<file path="src/rtl/core/tacr_pkg.sv">
// Shared types and constants for the touch average / calibrate / rotate block.
// Used by every module under rtl/core; depends on nothing.
package tacr_pkg;

    // Configuration register indexes
    localparam logic [2:0] REG_PRESSURE_THRESHOLD = 3'd0;
    localparam logic [2:0] REG_X_LEVEL_MIN        = 3'd1;
    localparam logic [2:0] REG_X_GAIN             = 3'd2;
    localparam logic [2:0] REG_X_OFFSET           = 3'd3;
    localparam logic [2:0] REG_Y_GAIN             = 3'd4;
    localparam logic [2:0] REG_Y_OFFSET           = 3'd5;
    localparam logic [2:0] REG_ORIENTATION        = 3'd6;

    localparam logic [15:0] GAIN_UNITY = 16'd16384;

    // Orientation codes
    localparam logic [1:0] ROT_0   = 2'd0;
    localparam logic [1:0] ROT_90  = 2'd1;
    localparam logic [1:0] ROT_180 = 2'd2;
    localparam logic [1:0] ROT_270 = 2'd3;

    // Queue between front and back
    localparam int QDEPTH = 4;

    typedef enum logic [1:0] {
        PH_Z,
        PH_X,
        PH_Y
    } phase_t;

    typedef enum logic [1:0] {
        OP_NO_TOUCH,
        OP_CAL_X,
        OP_CAL_Y
    } op_t;

    typedef struct packed {
        op_t         op;
        logic [15:0] avg;
    } entry_t;

    typedef struct packed {
        logic [15:0] pressure_threshold;
        logic [15:0] x_level_min;
    } front_cfg_t;

    typedef struct packed {
        logic [15:0] x_gain;
        logic [15:0] x_offset;
        logic [15:0] y_gain;
        logic [15:0] y_offset;
        logic [1:0]  orientation;
    } back_cfg_t;

endpackage

</file>
<file path="src/rtl/core/tacr_front.sv">
// Front end: accumulates each sample group, averages it and classifies the group end.
// Depends on tacr_pkg.
module tacr_front #(
    parameter int AVG_SHIFT = 4
) (
    input  logic                aclk,
    input  logic                aresetn,
    input  logic                accept,
    input  logic [15:0]         sample,
    input  tacr_pkg::front_cfg_t cfg,
    output logic                push,
    output tacr_pkg::entry_t    push_entry
);

    localparam int GROUP = 1 << AVG_SHIFT;
    localparam int CNT_W = (AVG_SHIFT > 0) ? AVG_SHIFT : 1;
    localparam int SUM_W = 16 + AVG_SHIFT;

    tacr_pkg::phase_t   phase_reg, phase_next;
    logic [CNT_W-1:0]   count_reg;
    logic [SUM_W-1:0]   sum_reg;
    logic [SUM_W-1:0]   sum_add;
    logic [15:0]        avg;
    logic               last;

    assign last    = (count_reg == CNT_W'(GROUP - 1));
    assign sum_add = sum_reg + SUM_W'(sample);
    assign avg     = sum_add[AVG_SHIFT +: 16];

    always_ff @(posedge aclk) begin
        if (!aresetn) begin
            phase_reg <= tacr_pkg::PH_Z;
            count_reg <= '0;
            sum_reg   <= '0;
        end else begin
            phase_reg <= phase_next;
            if (accept) begin
                count_reg <= last ? '0 : count_reg + 1'b1;
                sum_reg   <= last ? '0 : sum_add;
            end
        end
    end

    always_comb begin
        phase_next       = phase_reg;
        push             = 1'b0;
        push_entry.op    = tacr_pkg::OP_NO_TOUCH;
        push_entry.avg   = avg;
        if (accept && last) begin
            case (phase_reg)
                tacr_pkg::PH_X: begin
                    push = 1'b1;
                    if (avg <= cfg.x_level_min) begin
                        push_entry.op = tacr_pkg::OP_NO_TOUCH;
                        phase_next    = tacr_pkg::PH_Z;
                    end else begin
                        push_entry.op = tacr_pkg::OP_CAL_X;
                        phase_next    = tacr_pkg::PH_Y;
                    end
                end
                tacr_pkg::PH_Y: begin
                    push          = 1'b1;
                    push_entry.op = tacr_pkg::OP_CAL_Y;
                    phase_next    = tacr_pkg::PH_Z;
                end
                default: begin
                    // pressure group; an unused phase code also lands here
                    if (avg <= cfg.pressure_threshold) begin
                        push          = 1'b1;
                        push_entry.op = tacr_pkg::OP_NO_TOUCH;
                        phase_next    = tacr_pkg::PH_Z;
                    end else begin
                        phase_next    = tacr_pkg::PH_X;
                    end
                end
            endcase
        end
    end

endmodule

</file>
<file path="src/rtl/core/tacr_queue.sv">
// Short FIFO of classified group results between front and back.
// Depends on tacr_pkg.
module tacr_queue (
    input  logic             aclk,
    input  logic             aresetn,
    input  logic             push,
    input  tacr_pkg::entry_t push_entry,
    input  logic             pop,
    output logic             full,
    output logic             not_empty,
    output tacr_pkg::entry_t head
);

    localparam int PTR_W = $clog2(tacr_pkg::QDEPTH);
    localparam int CNT_W = $clog2(tacr_pkg::QDEPTH + 1);

    tacr_pkg::entry_t mem_reg [tacr_pkg::QDEPTH];
    logic [PTR_W-1:0] wr_ptr_reg, rd_ptr_reg;
    logic [CNT_W-1:0] count_reg;

    assign full      = (count_reg == CNT_W'(tacr_pkg::QDEPTH));
    assign not_empty = (count_reg != '0);
    assign head      = mem_reg[rd_ptr_reg];

    always_ff @(posedge aclk) begin
        if (push) begin
            mem_reg[wr_ptr_reg] <= push_entry;
        end
    end

    always_ff @(posedge aclk) begin
        if (!aresetn) begin
            wr_ptr_reg <= '0;
            rd_ptr_reg <= '0;
            count_reg  <= '0;
        end else begin
            if (push) begin
                wr_ptr_reg <= wr_ptr_reg + 1'b1;
            end
            if (pop) begin
                rd_ptr_reg <= rd_ptr_reg + 1'b1;
            end
            case ({push, pop})
                2'b10:   count_reg <= count_reg + 1'b1;
                2'b01:   count_reg <= count_reg - 1'b1;
                default: count_reg <= count_reg;
            endcase
        end
    end

    a_no_push_full: assert property (@(posedge aclk) disable iff (!aresetn)
        push |-> (!full || pop))
        else $error("queue push while full");

    a_no_pop_empty: assert property (@(posedge aclk) disable iff (!aresetn)
        pop |-> not_empty)
        else $error("queue pop while empty");

    a_count_up: assert property (@(posedge aclk) disable iff (!aresetn)
        (push && !pop) |=> (count_reg == $past(count_reg) + 1'b1))
        else $error("queue count did not advance on push");

endmodule

</file>
<file path="src/rtl/core/tacr_back.sv">
// Back end: gain multiply, offset add, orientation mapping and the result register.
// Depends on tacr_pkg.
module tacr_back #(
    parameter int SCREEN_WIDTH  = 240,
    parameter int SCREEN_HEIGHT = 320
) (
    input  logic               aclk,
    input  logic               aresetn,
    input  tacr_pkg::back_cfg_t cfg,
    input  logic               q_valid,
    input  tacr_pkg::entry_t   q_entry,
    output logic               q_pop,
    output logic               m_valid,
    input  logic               m_ready,
    output logic               m_is_touch,
    output logic [15:0]        m_x_pos,
    output logic [15:0]        m_y_pos
);

    localparam logic [15:0] W16 = SCREEN_WIDTH[15:0];
    localparam logic [15:0] H16 = SCREEN_HEIGHT[15:0];

    logic               a_valid_reg;
    tacr_pkg::op_t      a_op_reg;
    logic signed [32:0] a_prod_reg;
    logic               b_valid_reg;
    tacr_pkg::op_t      b_op_reg;
    logic [15:0]        b_cal_reg;
    logic [15:0]        calx_reg;
    logic               m_valid_reg, m_valid_next;
    logic               m_is_touch_reg;
    logic [15:0]        m_x_pos_reg, m_y_pos_reg;

    logic               a_adv, b_adv;
    logic signed [15:0] gain_s;
    logic signed [32:0] prod_w;
    logic [15:0]        offset_sel;
    logic [15:0]        cal_w;
    logic [15:0]        rot_x, rot_y;

    assign b_adv = !m_valid_reg || m_ready;
    assign a_adv = !b_valid_reg || b_adv;
    assign q_pop = q_valid && (!a_valid_reg || a_adv);

    assign gain_s     = (q_entry.op == tacr_pkg::OP_CAL_X) ? $signed(cfg.x_gain)
                                                          : $signed(cfg.y_gain);
    assign prod_w     = gain_s * $signed({1'b0, q_entry.avg});
    assign offset_sel = (a_op_reg == tacr_pkg::OP_CAL_X) ? cfg.x_offset : cfg.y_offset;
    // floor(prod / 2^14) + offset, kept to 16 bits
    assign cal_w      = a_prod_reg[29:14] + offset_sel;

    always_comb begin
        case (cfg.orientation)
            tacr_pkg::ROT_0: begin
                rot_x = calx_reg;
                rot_y = b_cal_reg;
            end
            tacr_pkg::ROT_90: begin
                rot_x = b_cal_reg;
                rot_y = W16 - calx_reg;
            end
            tacr_pkg::ROT_180: begin
                rot_x = W16 - calx_reg;
                rot_y = H16 - b_cal_reg;
            end
            default: begin
                rot_x = H16 - b_cal_reg;
                rot_y = calx_reg;
            end
        endcase
    end

    always_comb begin
        m_valid_next = m_valid_reg;
        if (b_adv) begin
            m_valid_next = b_valid_reg && (b_op_reg != tacr_pkg::OP_CAL_X);
        end
    end

    always_ff @(posedge aclk) begin
        if (!aresetn) begin
            a_valid_reg <= 1'b0;
            b_valid_reg <= 1'b0;
            m_valid_reg <= 1'b0;
            calx_reg    <= '0;
        end else begin
            if (!a_valid_reg || a_adv) begin
                a_valid_reg <= q_pop;
            end
            if (a_adv) begin
                b_valid_reg <= a_valid_reg;
            end
            m_valid_reg <= m_valid_next;
            if (b_adv && b_valid_reg && (b_op_reg == tacr_pkg::OP_CAL_X)) begin
                calx_reg <= b_cal_reg;
            end
        end
    end

    always_ff @(posedge aclk) begin
        if (q_pop) begin
            a_op_reg   <= q_entry.op;
            a_prod_reg <= prod_w;
        end
        if (a_adv && a_valid_reg) begin
            b_op_reg  <= a_op_reg;
            b_cal_reg <= cal_w;
        end
        if (b_adv && b_valid_reg) begin
            if (b_op_reg == tacr_pkg::OP_CAL_Y) begin
                m_is_touch_reg <= 1'b1;
                m_x_pos_reg    <= rot_x;
                m_y_pos_reg    <= rot_y;
            end else begin
                m_is_touch_reg <= 1'b0;
                m_x_pos_reg    <= '0;
                m_y_pos_reg    <= '0;
            end
        end
    end

    assign m_valid    = m_valid_reg;
    assign m_is_touch = m_is_touch_reg;
    assign m_x_pos    = m_x_pos_reg;
    assign m_y_pos    = m_y_pos_reg;

endmodule

</file>
<file path="src/rtl/core/touch_average_calibrate_rotate.sv">
// Top level of the touch sample averager, calibrator and rotator.
// Depends on tacr_pkg, tacr_front, tacr_queue and tacr_back.
//
// Raw 16-bit touch readings enter on the s_ channel, one beat per cycle, in
// groups of 2^AVG_SHIFT: pressure, then X, then Y. Each group is summed and
// shifted down to its average. A pressure or X average at or below its
// threshold yields a "no touch" result (coordinates zero) and restarts at the
// pressure group; otherwise X and Y are calibrated as gain * avg / 2^14 +
// offset (Q2.14 gain, 16-bit wrap) and mapped to the selected orientation.
// One result beat leaves on the m_ channel per finished measurement. The
// block takes one sample every cycle; s_ready drops only when the four-entry
// queue between the accumulator and the calibration pipe is full, which
// happens only while m_ready is held low. After the beat that closes a group,
// its result passes the queue, the multiply register, the offset-add register
// and the output register before m_valid rises; back-pressure can hold it in each.
// Configuration writes on cfg_ are always accepted and must be made while no
// measurement is in flight; unknown indexes are ignored.
module touch_average_calibrate_rotate #(
    parameter int AVG_SHIFT     = 4,
    parameter int SCREEN_WIDTH  = 240,
    parameter int SCREEN_HEIGHT = 320
) (
    input  logic        aclk,
    input  logic        aresetn,
    input  logic        s_valid,
    output logic        s_ready,
    input  logic [15:0] s_sample,
    output logic        m_valid,
    input  logic        m_ready,
    output logic        m_is_touch,
    output logic [15:0] m_x_pos,
    output logic [15:0] m_y_pos,
    input  logic        cfg_valid,
    output logic        cfg_ready,
    input  logic [2:0]  cfg_addr,
    input  logic [15:0] cfg_data
);

    tacr_pkg::front_cfg_t front_cfg_reg;
    tacr_pkg::back_cfg_t  back_cfg_reg;

    logic             accept;
    logic             push;
    tacr_pkg::entry_t push_entry;
    logic             q_full;
    logic             q_valid;
    logic             q_pop;
    tacr_pkg::entry_t q_head;

    // Register file: accept every write beat
    assign cfg_ready = 1'b1;

    always_ff @(posedge aclk) begin
        if (!aresetn) begin
            front_cfg_reg.pressure_threshold <= '0;
            front_cfg_reg.x_level_min        <= '0;
            back_cfg_reg.x_gain              <= tacr_pkg::GAIN_UNITY;
            back_cfg_reg.x_offset            <= '0;
            back_cfg_reg.y_gain              <= tacr_pkg::GAIN_UNITY;
            back_cfg_reg.y_offset            <= '0;
            back_cfg_reg.orientation         <= tacr_pkg::ROT_0;
        end else if (cfg_valid && cfg_ready) begin
            case (cfg_addr)
                tacr_pkg::REG_PRESSURE_THRESHOLD: front_cfg_reg.pressure_threshold <= cfg_data;
                tacr_pkg::REG_X_LEVEL_MIN:        front_cfg_reg.x_level_min        <= cfg_data;
                tacr_pkg::REG_X_GAIN:             back_cfg_reg.x_gain              <= cfg_data;
                tacr_pkg::REG_X_OFFSET:           back_cfg_reg.x_offset            <= cfg_data;
                tacr_pkg::REG_Y_GAIN:             back_cfg_reg.y_gain              <= cfg_data;
                tacr_pkg::REG_Y_OFFSET:           back_cfg_reg.y_offset            <= cfg_data;
                tacr_pkg::REG_ORIENTATION:        back_cfg_reg.orientation         <= cfg_data[1:0];
                default: ; // drop writes to unknown indexes
            endcase
        end
    end

    // Hold off every sample whenever the queue is full, as a group end could not be queued
    assign s_ready = !q_full;
    assign accept  = s_valid && s_ready;

    tacr_front #(
        .AVG_SHIFT (AVG_SHIFT)
    ) u_front (
        .aclk       (aclk),
        .aresetn    (aresetn),
        .accept     (accept),
        .sample     (s_sample),
        .cfg        (front_cfg_reg),
        .push       (push),
        .push_entry (push_entry)
    );

    tacr_queue u_queue (
        .aclk       (aclk),
        .aresetn    (aresetn),
        .push       (push),
        .push_entry (push_entry),
        .pop        (q_pop),
        .full       (q_full),
        .not_empty  (q_valid),
        .head       (q_head)
    );

    tacr_back #(
        .SCREEN_WIDTH  (SCREEN_WIDTH),
        .SCREEN_HEIGHT (SCREEN_HEIGHT)
    ) u_back (
        .aclk       (aclk),
        .aresetn    (aresetn),
        .cfg        (back_cfg_reg),
        .q_valid    (q_valid),
        .q_entry    (q_head),
        .q_pop      (q_pop),
        .m_valid    (m_valid),
        .m_ready    (m_ready),
        .m_is_touch (m_is_touch),
        .m_x_pos    (m_x_pos),
        .m_y_pos    (m_y_pos)
    );

endmodule

</file>
<file path="config.mk">
export PLATFORM = sky130hd
export DESIGN_NAME = touch_average_calibrate_rotate
export DESIGN_NICKNAME = d
export VERILOG_FILES = /design/src/rtl/core/tacr_pkg.sv /design/src/rtl/core/tacr_front.sv /design/src/rtl/core/tacr_queue.sv /design/src/rtl/core/tacr_back.sv /design/src/rtl/core/touch_average_calibrate_rotate.sv
export SDC_FILE = /design/constraint.sdc
export NUM_CORES = 1
export LEC_CHECK = 0
export BUFFER_PORTS_ARGS = -buffer_cell sky130_fd_sc_hd__buf_2
export CAP_MARGIN = 20
export CELL_PAD_IN_SITES_DETAIL_PLACEMENT = 0
export CELL_PAD_IN_SITES_GLOBAL_PLACEMENT = 1
export CORE_MARGIN = 4
export CORE_UTILIZATION = 55
export CTS_CLUSTER_DIAMETER = 200
export DETAILED_ROUTE_END_ITERATION = 16
export PLACE_DENSITY_LB_ADDON = 0.1
export SYNTH_ARGS = -nofsm -noshare
export SYNTH_HDL_FRONTEND = slang
export SYNTH_HIERARCHICAL = 1
export SYNTH_SLANG_ARGS = --single-unit
</file>
<file path="constraint.sdc">
create_clock -name aclk -period 23.2 [get_ports aclk]
set_input_delay 2.32 -clock aclk [delete_from_list [all_inputs] [get_ports aclk]]
set_output_delay 2.32 -clock aclk [all_outputs]
set_load 0.05 [all_outputs]
</file>
* After elaboration in Yosys (flattened, before gate mapping)
Memories as Yosys holds them, arrays and structs flattened. A register that Yosys moved wholly into a read port is not among the register bits.
Index checks and enable logic that the tools add are counted.
** Word-level totals
- Logic and storage cells :: 103
- Register bits after elaboration :: 233
- Memories :: 1
- Output and inout bits :: 36
- Memory bits (writable) :: 72
- Input port bits :: 40
** Memories
- u_queue.mem_reg :: words 4, bits a word 18, read ports 1, clocked after Yosys merged registers in 1, wr ports 1, line tacr_queue.sv:17 : tacr_pkg::entry_t mem_reg [tacr_pkg::QDEPTH];
** Cells by class
- $mul :: 1
- $lt $le $gt $ge :: 2
- Add/subtract/negate cells :: 9
- Equality and inequality tests :: 19
- Mux-type cells :: 21
- Reductions and logical operators :: 26
** Operators by type and width (count)
- 16-bit case mux with 3 select lines :: 2
- 16-bit less-or-equal comparator :: 2
- 16-bit 2-to-1 mux :: 2
- 16-bit by 17-bit multiplier with 30-bit output :: 1
- 20-bit by 16-bit adder with 20-bit output :: 1
- 20-bit 2-to-1 mux :: 1
- 16-bit adder :: 1
- 8-bit by 16-bit subtractor with 16-bit output (first input constant) :: 1
- 9-bit by 16-bit subtractor with 16-bit output (first input constant) :: 1
- 2-bit AND reduction :: 7
- 2-bit by 1-bit equality test with 1-bit output (second input constant) :: 6
- 3-bit equality test (second input constant) :: 4
- 2-bit equality test (second input constant) :: 4
- 1-bit 2-to-1 mux :: 8
- 2-bit 2-to-1 mux :: 4
- 2-bit case mux with 2 select lines :: 2
- 1-bit logical AND :: 7
- 3-bit by 2-bit equality test with 1-bit output (second input constant) :: 2
- 3-bit case mux with 2 select lines :: 1
- 2-bit by 1-bit adder with 2-bit output (second input constant) :: 2
- 4-bit by 1-bit adder with 4-bit output (second input constant) :: 1
- 4-bit equality test (second input constant) :: 1
- 1-bit logical NOT :: 4
- 4-bit 2-to-1 mux :: 1
- 10 further kinds :: 12

* Longest topological paths before layout
Gate-level depths: netlist of run 1.
- Depth in word-level cells :: 7
- Gate-level depth with buffers :: 30
- Depth with buffers taken out :: 25

* Cells and area by module
The synthesis of run 1 kept the hierarchy.
** By module, submodules not included
- tacr_back :: area an instance 13188.9 um2, times used 1, cells each 1366, seq. area each 2452.4 um2
- touch_average_calibrate_rotate :: area an instance 3606.0 um2, times used 1, cells each 347, seq. area each 1961.9 um2
- tacr_queue :: area an instance 3090.5 um2, times used 1, cells each 140, seq. area each 2342.2 um2
- tacr_front :: area an instance 2796.4 um2, times used 1, cells each 348, seq. area each 520.5 um2

* Least setup slack after synthesis of run 1
OpenSTA, ideal clock, no wires.
- Kind :: register to register
- From :: register with a tool-made name
- To :: register u_back.a_prod_reg[29] (data pin)
- Path slack :: 15.531 ns
- Library setup time :: 0.266 ns
- Cell stages (with the launch flop) :: 29
- Required time :: 22.934 ns
- Clock period less this slack :: 7.669 ns
- Data arrival time :: 7.403 ns
- Buffers on the path :: 4
- Path through :: dfxtp_1 > buf_6 > mux4_1 > nor2b_1 > buf_4 > clkbuf_1 > mux2i_1 > clkbuf_1 > nor2b_1 > fa_1 > inv_1 > fa_1 > fa_1 > inv_1 > fa_1 > fa_1 > inv_1 > fa_1 > inv_1 > ha_1 > a21o_1 > a21o_1 > a21oi_1 > nor2b_1 > o21ai_1 > a31oi_4 > a21oi_4 > mux2i_1 > nand4_1
** RTL lines
- end signal: assignment :: line tacr_back.sv:103 : a_prod_reg <= prod_w;
- end: declaration :: line tacr_back.sv:25 : logic signed [32:0] a_prod_reg;

==> results.env, run 1 <==
OUTCOME='finished, final reports clean'
CLOCKBUFFERDEPTH=3
SYNTH.TOP_CELLS.BY_AREA='sky130_fd_sc_hd__edfxtp_1 (19%), sky130_fd_sc_hd__fa_1 (17%), sky130_fd_sc_hd__dfxtp_1 (13%), sky130_fd_sc_hd__ha_1 (9.6%), sky130_fd_sc_hd__mux2i_1 (5.4%)'
DIE_AREA_MM2=0.0446
SYN_INST=2201
CELL_TYPE_WITH_THE_LARGEST_TOTAL_AREA_AFTER_SYNTHESIS='sky130_fd_sc_hd__edfxtp_1'
CTS.REPORTEDPATHS.CLKPINSLEW_PS=70
YS_WARN_COUNT=6
POSTSYNTH.TOPFLOPCELL='sky130_fd_sc_hd__dfxtp_1'
NUMBER_OF_REMAINING_DRC_ERRORS=0
FINALWORSTPATHREQUIREDPERIOD_PS=7960
WORSTPATHARRIVAL_PS=8290
REGTOREGSETUPSLACK_PS=15240
MAX_CLOCK_FREQ_MHz=126
POSTCTSHOLDBUFS=0
GRT.TOTAL_USAGE_PCT=23.6
DRT_FIRST_ITER_VIOLATIONS=765
NUMBER_OF_NETS_STILL_FAILING_ANTENNA_CHECKS_AFTER_ROUTING=0
POWER.SWITCHING_uW=713
TIGHTESTPINTRANSITION_PS=1110
P_CLK_SHARE_PCT=26.6
AREA_SHARE_OF_THE_LARGEST_CELL_TYPE_AFTER_SYNTHESIS_PCT=18.7
MAX_CAP_VIOL_COUNT=0
POST_SYNTHESIS_ADDER_CELL_AREA_FRACTION_PCT=26.9
FINAL_CELL_COUNT_NO_FILL=2794
CLKLATENCYLATEPIN_PS=580
NET_COUNT_AFTER_SYNTHESIS=2611
BOUNDARYPINS=76
VIASPERCELL=5.44
CP_MAX_FO=18
TIMING_MAX_TRANSITION_VIOLATIONS_FINAL=0
CELL_INTERNAL_PWR_uW=1200
ASYNC_FLOP_SHARE_PCT=0
PORTBUFFERS=74
MAXSLEWHEADROOM_PCT=26.0
NETSWITCHINGFRACTION_PCT=37.2
POST_SYNTH_NUM_CELL_TYPES=86
LEVEL_COUNT_OF_THE_CLOCK_H_TREE=1
POSTSYNTHREGISTERBITS=293
SETUP_TOTAL_NEGATIVE_SLACK_PS=0
TIMING.FINAL.CRIT_SHARE_PCT=34.3
RSZ0062_AT_GRT='no'
SYNTH.MUX.AREA_FRACTION_PCT=8.99
TIMING.FINAL.HOLD_VIOLATIONS=0
COUNT_OF_FLIP_FLOPS_WITH_A_BUILT_IN_ENABLE_AFTER_SYNTHESIS=141
SYN_AREA_MM2=0.0227
LARGEST_FAMILY_OF_LOGIC_CELLS_BY_SYNTHESIZED_AREA='adder cells'
YOSYS.AREA_SHARE.XOR_XNOR_PCT=3.67
YOSYSSEQAREASHARE_PCT=32.1
SETUP.WORST_PATH.END_CLASS='register'
FLOORPLAN.DIE.WIDTH_UM=211
CTS_SETUP_BUFFERS=0
WORST_SETUP_PATH_TYPE='reg2reg'
PLACEABLE_CORE_REGION_MM2=0.0408
CTS_TREE='done'
DRT_FIRST_PASS_ITERS=5
CRIT_PATH_START_KIND='register'
GLOBAL_ROUTE_WIRE_LENGTH_BEFORE_REPAIR_UM=83800
CTS_BUFFERS=30
HOLD_SLACK_FINAL_PS=458
ROUTED_LENGTH_PER_INSTANCE_UM=18.6
CHIPHEIGHT_UM=211
SYNTH.AVG_CELL_AREA_UM2=10.3
HP-CLASS='reg2reg'
NUMPLACEDINSTANCES=2737
START_UTIL_PCT=55.5
COMB_POWER_SHARE_PCT=38.2
TOTAL_NUMBER_OF_PLACEMENT_ROWS=74
CTSROOTBUFFERMASTER='sky130_fd_sc_hd__clkbuf_16'
COMPOUND_GATE_FRACTION_OF_SYNTH_AREA_PCT=7.31
FLOW.AREA_GROWTH_FROM_SYNTHESIS_PCT=8.37
SYNTHSIMPLEGATEAREAFRAC_PCT=14.3
POST_CTS_RESIZED=0
ANTENNA_VIOLATIONS_BEFORE_REPAIR=0
HPWL_UM=38600
POST-SYNTH-TOP-COUNT-CELL='sky130_fd_sc_hd__nand2_1'
POST_ROUTE_SKEW_PS=31.4
GR_OVERFLOW_TOTAL=0
POWER_DENSITY_mW_PER_MM2=77.9
STATIC-LEAKAGE-POWER_uW=0.0111
CLK_SINK_COUNT=293
PEAKVDDDROP_uV=76.0
SEQ_POWER_SHARE_PCT=35.2
LARGEST_REG_FLOPS=72
NUM_VIAS=15200
COMMONEST_CELLS_POST_SYNTH='sky130_fd_sc_hd__nand2_1 (293), sky130_fd_sc_hd__inv_1 (289), sky130_fd_sc_hd__fa_1 (196)'
NUMBER_OF_GLOBAL_ROUTE_VIAS_BEFORE_REPAIR=16000
FIN_NETS=2648
GRT_START_MAX_NET_PINS=81
DRT-TOTAL-WL_UM=51900
GPL.FINAL_WEIGHTED_CONGESTION=0.854
FINAL_LAYOUT_SIZE_SUFFIX_GT1_SHARE_PCT=10.1
TIMING.CRITICAL_PATH.REQUIRED_PS=23530
ANTENNA_CELLS=0
SETUP-VIOLATIONS-FINAL=0
[final timing paths]
check / from / to / cells past startpoint
min: front_cfg_reg[9] / front_cfg_reg[9] / 2
max reg2reg: register / u_back/a_prod_reg[29] / 26
max: register / u_back/a_prod_reg[29] / 26
min reg2reg: front_cfg_reg[9] / front_cfg_reg[9] / 2
[routing by layer]
metal  up-vias  share of wire (%)  GRT usage [%]
met5         -                  0              0
met4         0                3.5           7.69
met3        96                3.5           3.21
met2       278                 50           41.1
met1      7481                 43           30.5
li1       7357                  -              -
[through the flow]
| step | instance area [um^2] | util [%] | setup slack, ps | total power (uW) |
|---|---|---|---|---|
| 2_1_floorplan | 22700 | - | 15530 | 1190 |
| 3_3_place_gp | 23500 | 57.5 | 15320 | 1400 |
| 3_5_place_dp | 23500 | 57.5 | 15160 | 1420 |
| 4_1_cts | 24600 | 60.2 | 15120 | 1940 |
| 5_1_grt | 24600 | 60.2 | 14730 | 2040 |
| 6_report | 24600 | 60.2 | 15240 | 1920 |
[power by group through the flow]
| stage | clock [uW] | sequential [uW] | combinational, uW |
|---|---|---|---|
| after floorplan | 0 | 691 | 503 |
| after CTS | 524 | 675 | 738 |
| after global placement | 0 | 684 | 720 |
| final | 510 | 674 | 731 |
| after detailed placement | 0 | 686 | 732 |
| after global routing | 545 | 679 | 818 |
[final cells by class]
cell class	instances	area, um^2
fillers	3509	16300
multi-input cells	1524	13900
flip-flops and latches	293	7280
inverters	290	1090
clock buffers	42	961
well taps	532	666
repair buffers	99	568
clock inverters	14	123
[cells by family (layout without fill, tap and decap cells)]
| kind of cell | Yosys count | in the layout |
|---|---|---|
| AO/OA/AOI/OAI | 223 | 223 |
| XOR/XNOR | 95 | 95 |
| adder cells (fa/ha/maj) | 370 | 370 |
| buffers and inverters | 384 | 445 |
| flip-flops | 293 | 293 |
| multiplexers | 171 | 171 |
| other | 1 | 1 |
| AND/OR/NAND/NOR | 664 | 664 |
[worst max-delay path, cell delays in order, from the launching register on]
cell and delay, ps:
sky130_fd_sc_hd__dfxtp_1 850, sky130_fd_sc_hd__mux4_1 420, sky130_fd_sc_hd__nor2b_1 150, sky130_fd_sc_hd__buf_4 280, sky130_fd_sc_hd__mux2i_1 330, sky130_fd_sc_hd__buf_4 300, sky130_fd_sc_hd__nor2b_1 100, sky130_fd_sc_hd__fa_1 520
sky130_fd_sc_hd__inv_1 60, sky130_fd_sc_hd__fa_1 530, sky130_fd_sc_hd__fa_1 540, sky130_fd_sc_hd__inv_1 50, sky130_fd_sc_hd__fa_1 480, sky130_fd_sc_hd__fa_1 560, sky130_fd_sc_hd__inv_1 60, sky130_fd_sc_hd__fa_1 530
sky130_fd_sc_hd__inv_1 40, sky130_fd_sc_hd__ha_1 330, sky130_fd_sc_hd__a21o_1 190, sky130_fd_sc_hd__a21o_1 160, sky130_fd_sc_hd__a21oi_1 190, sky130_fd_sc_hd__nor2b_1 70, sky130_fd_sc_hd__o21ai_1 280, sky130_fd_sc_hd__a31oi_4 190
sky130_fd_sc_hd__a21oi_4 200, sky130_fd_sc_hd__mux2i_1 200, sky130_fd_sc_hd__nand4_1 90
[cell usage in the layout (no fill, tap or decap), types with 5 or more instances in the layout]
master                      Yosys  final
sky130_fd_sc_hd__nor2_1        77     77
sky130_fd_sc_hd__nand2b_1      24     24
sky130_fd_sc_hd__a21oi_1       47     47
sky130_fd_sc_hd__or2_2          7      7
sky130_fd_sc_hd__nand4_1       13     13
sky130_fd_sc_hd__buf_2         16     73
sky130_fd_sc_hd__mux2_2        25     25
sky130_fd_sc_hd__fa_1         196    196
sky130_fd_sc_hd__o31ai_1        5      5
sky130_fd_sc_hd__clkbuf_16      0     34
sky130_fd_sc_hd__a31oi_1        6      5
sky130_fd_sc_hd__mux4_1         8      8
sky130_fd_sc_hd__o22ai_1        5      5
sky130_fd_sc_hd__a21oi_2        7      7
sky130_fd_sc_hd__o21bai_1       5      5
sky130_fd_sc_hd__and3_1        15     15
sky130_fd_sc_hd__buf_4          2     25
sky130_fd_sc_hd__nor3_1        14     14
sky130_fd_sc_hd__nor2b_1       77     76
sky130_fd_sc_hd__xnor2_1       51     51
sky130_fd_sc_hd__or3_1          7      7
sky130_fd_sc_hd__nand3_1       15     15
sky130_fd_sc_hd__and2_1       101    101
sky130_fd_sc_hd__o21a_1        14     14
sky130_fd_sc_hd__mux2i_1      123    123
sky130_fd_sc_hd__ha_1         174    174
sky130_fd_sc_hd__dfxtp_1      152    152
sky130_fd_sc_hd__inv_1        289    290
sky130_fd_sc_hd__a21boi_0       7      6
sky130_fd_sc_hd__edfxtp_1     141    141
sky130_fd_sc_hd__o21ai_0       24     24
sky130_fd_sc_hd__a21o_1        19     19
sky130_fd_sc_hd__nand2_1      293    293
sky130_fd_sc_hd__clkbuf_8       0      8
sky130_fd_sc_hd__mux4_2        12     12
sky130_fd_sc_hd__a22o_1         6      6
sky130_fd_sc_hd__a211oi_1      29     29
sky130_fd_sc_hd__xor2_1        44     44
(Power assumes the default switching activity.)
==> run 2: changes to the inputs <==
CORE_UTILIZATION = 51   (was 55)
clock period = 7.8 ns   (was 23.2 ns; I/O delays follow)
==> results.env, run 2 (synthesized netlist as in run 1, its figures left out) <==
OUTCOME='finished, final reports clean'
LEVEL_COUNT_OF_THE_CLOCK_H_TREE=1
P_CLK_SHARE_PCT=25.7
FLOORPLAN.DIE.WIDTH_UM=219
SETUP.WORST_PATH.END_CLASS='register'
COMB_POWER_SHARE_PCT=39.5
FINALWORSTPATHREQUIREDPERIOD_PS=7490
SETUP_TOTAL_NEGATIVE_SLACK_PS=0
DRT-TOTAL-WL_UM=52800
NUM-FILL-CELLS=3966
CELL_INTERNAL_PWR_uW=3550
NUMBER_OF_GLOBAL_ROUTE_VIAS_BEFORE_REPAIR=15600
NUM_VIAS=15200
CTS.REPORTEDPATHS.CLKPINSLEW_PS=70
POWER_DENSITY_mW_PER_MM2=230
NETSWITCHINGFRACTION_PCT=37.7
GRT_START_MAX_NET_PINS=102
ANTENNA_VIOLATIONS_BEFORE_REPAIR=1
TIMING.HOLD.WORST_PATH_DEPTH=2
GRT.TOTAL_USAGE_PCT=22.4
LARGEST_REG_FLOPS=72
POWER.SWITCHING_uW=2140
HOLDPATHEND='back_cfg_reg[36]'
LAYOUT.CELLS.MOST_COMMON='sky130_fd_sc_hd__nand2_1'
NUMBER_OF_NETS_STILL_FAILING_ANTENNA_CHECKS_AFTER_ROUTING=0
SEQ_POWER_SHARE_PCT=34.8
TIMING.FINAL.HOLD_VIOLATIONS=0
SETUP-VIOLATIONS-FINAL=0
POST_ROUTE_SKEW_PS=29.8
WORST_SETUP_PATH_TYPE='reg2reg'
FINALPOWER_uW=5690
DRT_FIRST_ITER_VIOLATIONS=716
FINAL_LAYOUT_SIZE_SUFFIX_GT1_SHARE_PCT=10.6
GPL.FINAL_WEIGHTED_CONGESTION=0.845
NUMBER_OF_REMAINING_DRC_ERRORS=0
HOLD_PATH.STARTPOINT='back_cfg_reg[36]'
CTS_SETUP_BUFFERS=0
FINAL_CELL_MIX='sky130_fd_sc_hd__nand2_1 (293), sky130_fd_sc_hd__inv_1 (289), sky130_fd_sc_hd__fa_1 (196)'
CTSROOTBUFFERMASTER='sky130_fd_sc_hd__clkbuf_16'
VIASPERCELL=5.31
FLOW.AREA_GROWTH_FROM_SYNTHESIS_PCT=9.08
GLOBAL_ROUTE_WIRE_LENGTH_BEFORE_REPAIR_UM=84800
CTS_TREE='done'
DIE_AREA_MM2=0.0479
CLK_SINK_COUNT=293
PLACEABLE_CORE_REGION_MM2=0.0441
R2R-END='u_back/a_prod_reg[29]'
HPWL_UM=40700
REG2REGPATHDEPTH=23
CLKLATENCYLATEPIN_PS=590
POST_CTS_RESIZED=0
START_UTIL_PCT=51.4
DRT_FIRST_PASS_ITERS=5
CRIT_PATH_START_KIND='register'
CTS_BUFFERS=31
STATIC-LEAKAGE-POWER_uW=0.0111
MAXSLEWHEADROOM_PCT=23.4
ROUTED_LENGTH_PER_INSTANCE_UM=18.4
POSTCTSHOLDBUFS=0
CHIPHEIGHT_UM=219
BOUNDARYPINS=76
HP-CLASS='reg2reg'
REGTOREGSETUPSLACK_PS=310
TOTAL_NUMBER_OF_PLACEMENT_ROWS=77
GR_OVERFLOW_TOTAL=0
CLOCKBUFFERDEPTH=3
CP_MAX_FO=16
PORTBUFFERS=74
WORSTPATHARRIVAL_PS=7830
MAX_CLOCK_FREQ_MHz=133
TIMING.FINAL.CRIT_SHARE_PCT=96.1
TIMING_MAX_TRANSITION_VIOLATIONS_FINAL=0
FIN_NETS=2662
RSZ0062_AT_GRT='no'
PEAKVDDDROP_uV=219
MAX_CAP_VIOL_COUNT=0
TIGHTESTPINTRANSITION_PS=1150
TIMING.CRITICAL_PATH.REQUIRED_PS=8130
==> run 2: cell types whose count changed in the layout (fill, tap and decap cells not counted), sizes merged <==
cell	before	now
buf	99	112
bufinv	1	2
clkbuf	42	40
clkinv	7	10
clkinvlp	2	6
diode	0	1
inv	294	290
==> run 2: area by class of cell <==
class / count / area (um^2) / share of cell area, %
diodes: 1 / 2.50 / 0.0101
clock buffers: 40 / 861 / 3.48
clock inverters: 18 / 165 / 0.668
inverters: 290 / 1090 / 4.40
multi-input cells: 1524 / 13900 / 56.2
flip-flops and latches: 293 / 7280 / 29.4
well taps: 592 / 741 / 2.99
repair buffers: 112 / 699 / 2.83
==> run 2: layer usage <==
layer	track usage, %	part of all wire (%)	up-vias
met5	0	0	-
met3	2.51	3.6	69
met4	5.54	2.6	0
met2	39.3	50	257
li1	-	-	7385
met1	29.8	43	7516
==> run 2: metrics by stage <==
| step | setup WS [ps] | instances | util (%) | hold slack [ps] | instance area [um^2] |
|---|---|---|---|---|---|
| after floorplan | 131 | 2201 | - | 417 | 22700 |
| after global placement | 329 | 2811 | 53.7 | 441 | 23700 |
| after detailed placement | 244 | 2811 | 53.7 | 447 | 23700 |
| after CTS | 227 | 2869 | 56.0 | 460 | 24700 |
| after global routing | 1.34 | 2869 | 56.1 | 473 | 24700 |
| final | 306 | 2870 | 56.1 | 456 | 24700 |
==> run 2: worst max-delay path by stage <==
stage,start,end,cells after the start
after global routing,register,u_back/a_prod_reg[29],24
final,register,u_back/a_prod_reg[29],23
after detailed placement,register,u_back/a_prod_reg[29],23
after floorplan,register,u_back/a_prod_reg[29],28
after global placement,register,u_back/a_prod_reg[29],23
after CTS,register,u_back/a_prod_reg[29],23
==> run 2: power by group through the flow <==
stage	combinational [uW]	sequential, uW	clock (uW)
final	2250	1980	1460
after global routing	2490	1990	1570
after detailed placement	2250	2010	0
after floorplan	1500	2060	0
after global placement	2210	2010	0
after CTS	2270	1980	1500
==> run 2: critical path, cell delays in order (launching register included) <==
cell,delay [ps]
sky130_fd_sc_hd__dfxtp_1,390
sky130_fd_sc_hd__mux4_1,580
sky130_fd_sc_hd__nor2b_1,210
sky130_fd_sc_hd__buf_12,200
sky130_fd_sc_hd__mux2_2,480
sky130_fd_sc_hd__and2_1,220
sky130_fd_sc_hd__fa_1,520
sky130_fd_sc_hd__fa_1,530
sky130_fd_sc_hd__fa_1,520
sky130_fd_sc_hd__fa_1,520
sky130_fd_sc_hd__fa_1,570
sky130_fd_sc_hd__inv_1,70
sky130_fd_sc_hd__fa_1,530
sky130_fd_sc_hd__inv_1,40
sky130_fd_sc_hd__ha_1,330
sky130_fd_sc_hd__a21o_1,190
sky130_fd_sc_hd__a21o_1,180
sky130_fd_sc_hd__a21oi_1,190
sky130_fd_sc_hd__nor2b_1,80
sky130_fd_sc_hd__o21ai_2,200
sky130_fd_sc_hd__a31oi_4,160
sky130_fd_sc_hd__a21oi_4,200
sky130_fd_sc_hd__mux2i_1,220
sky130_fd_sc_hd__nand4_1,90
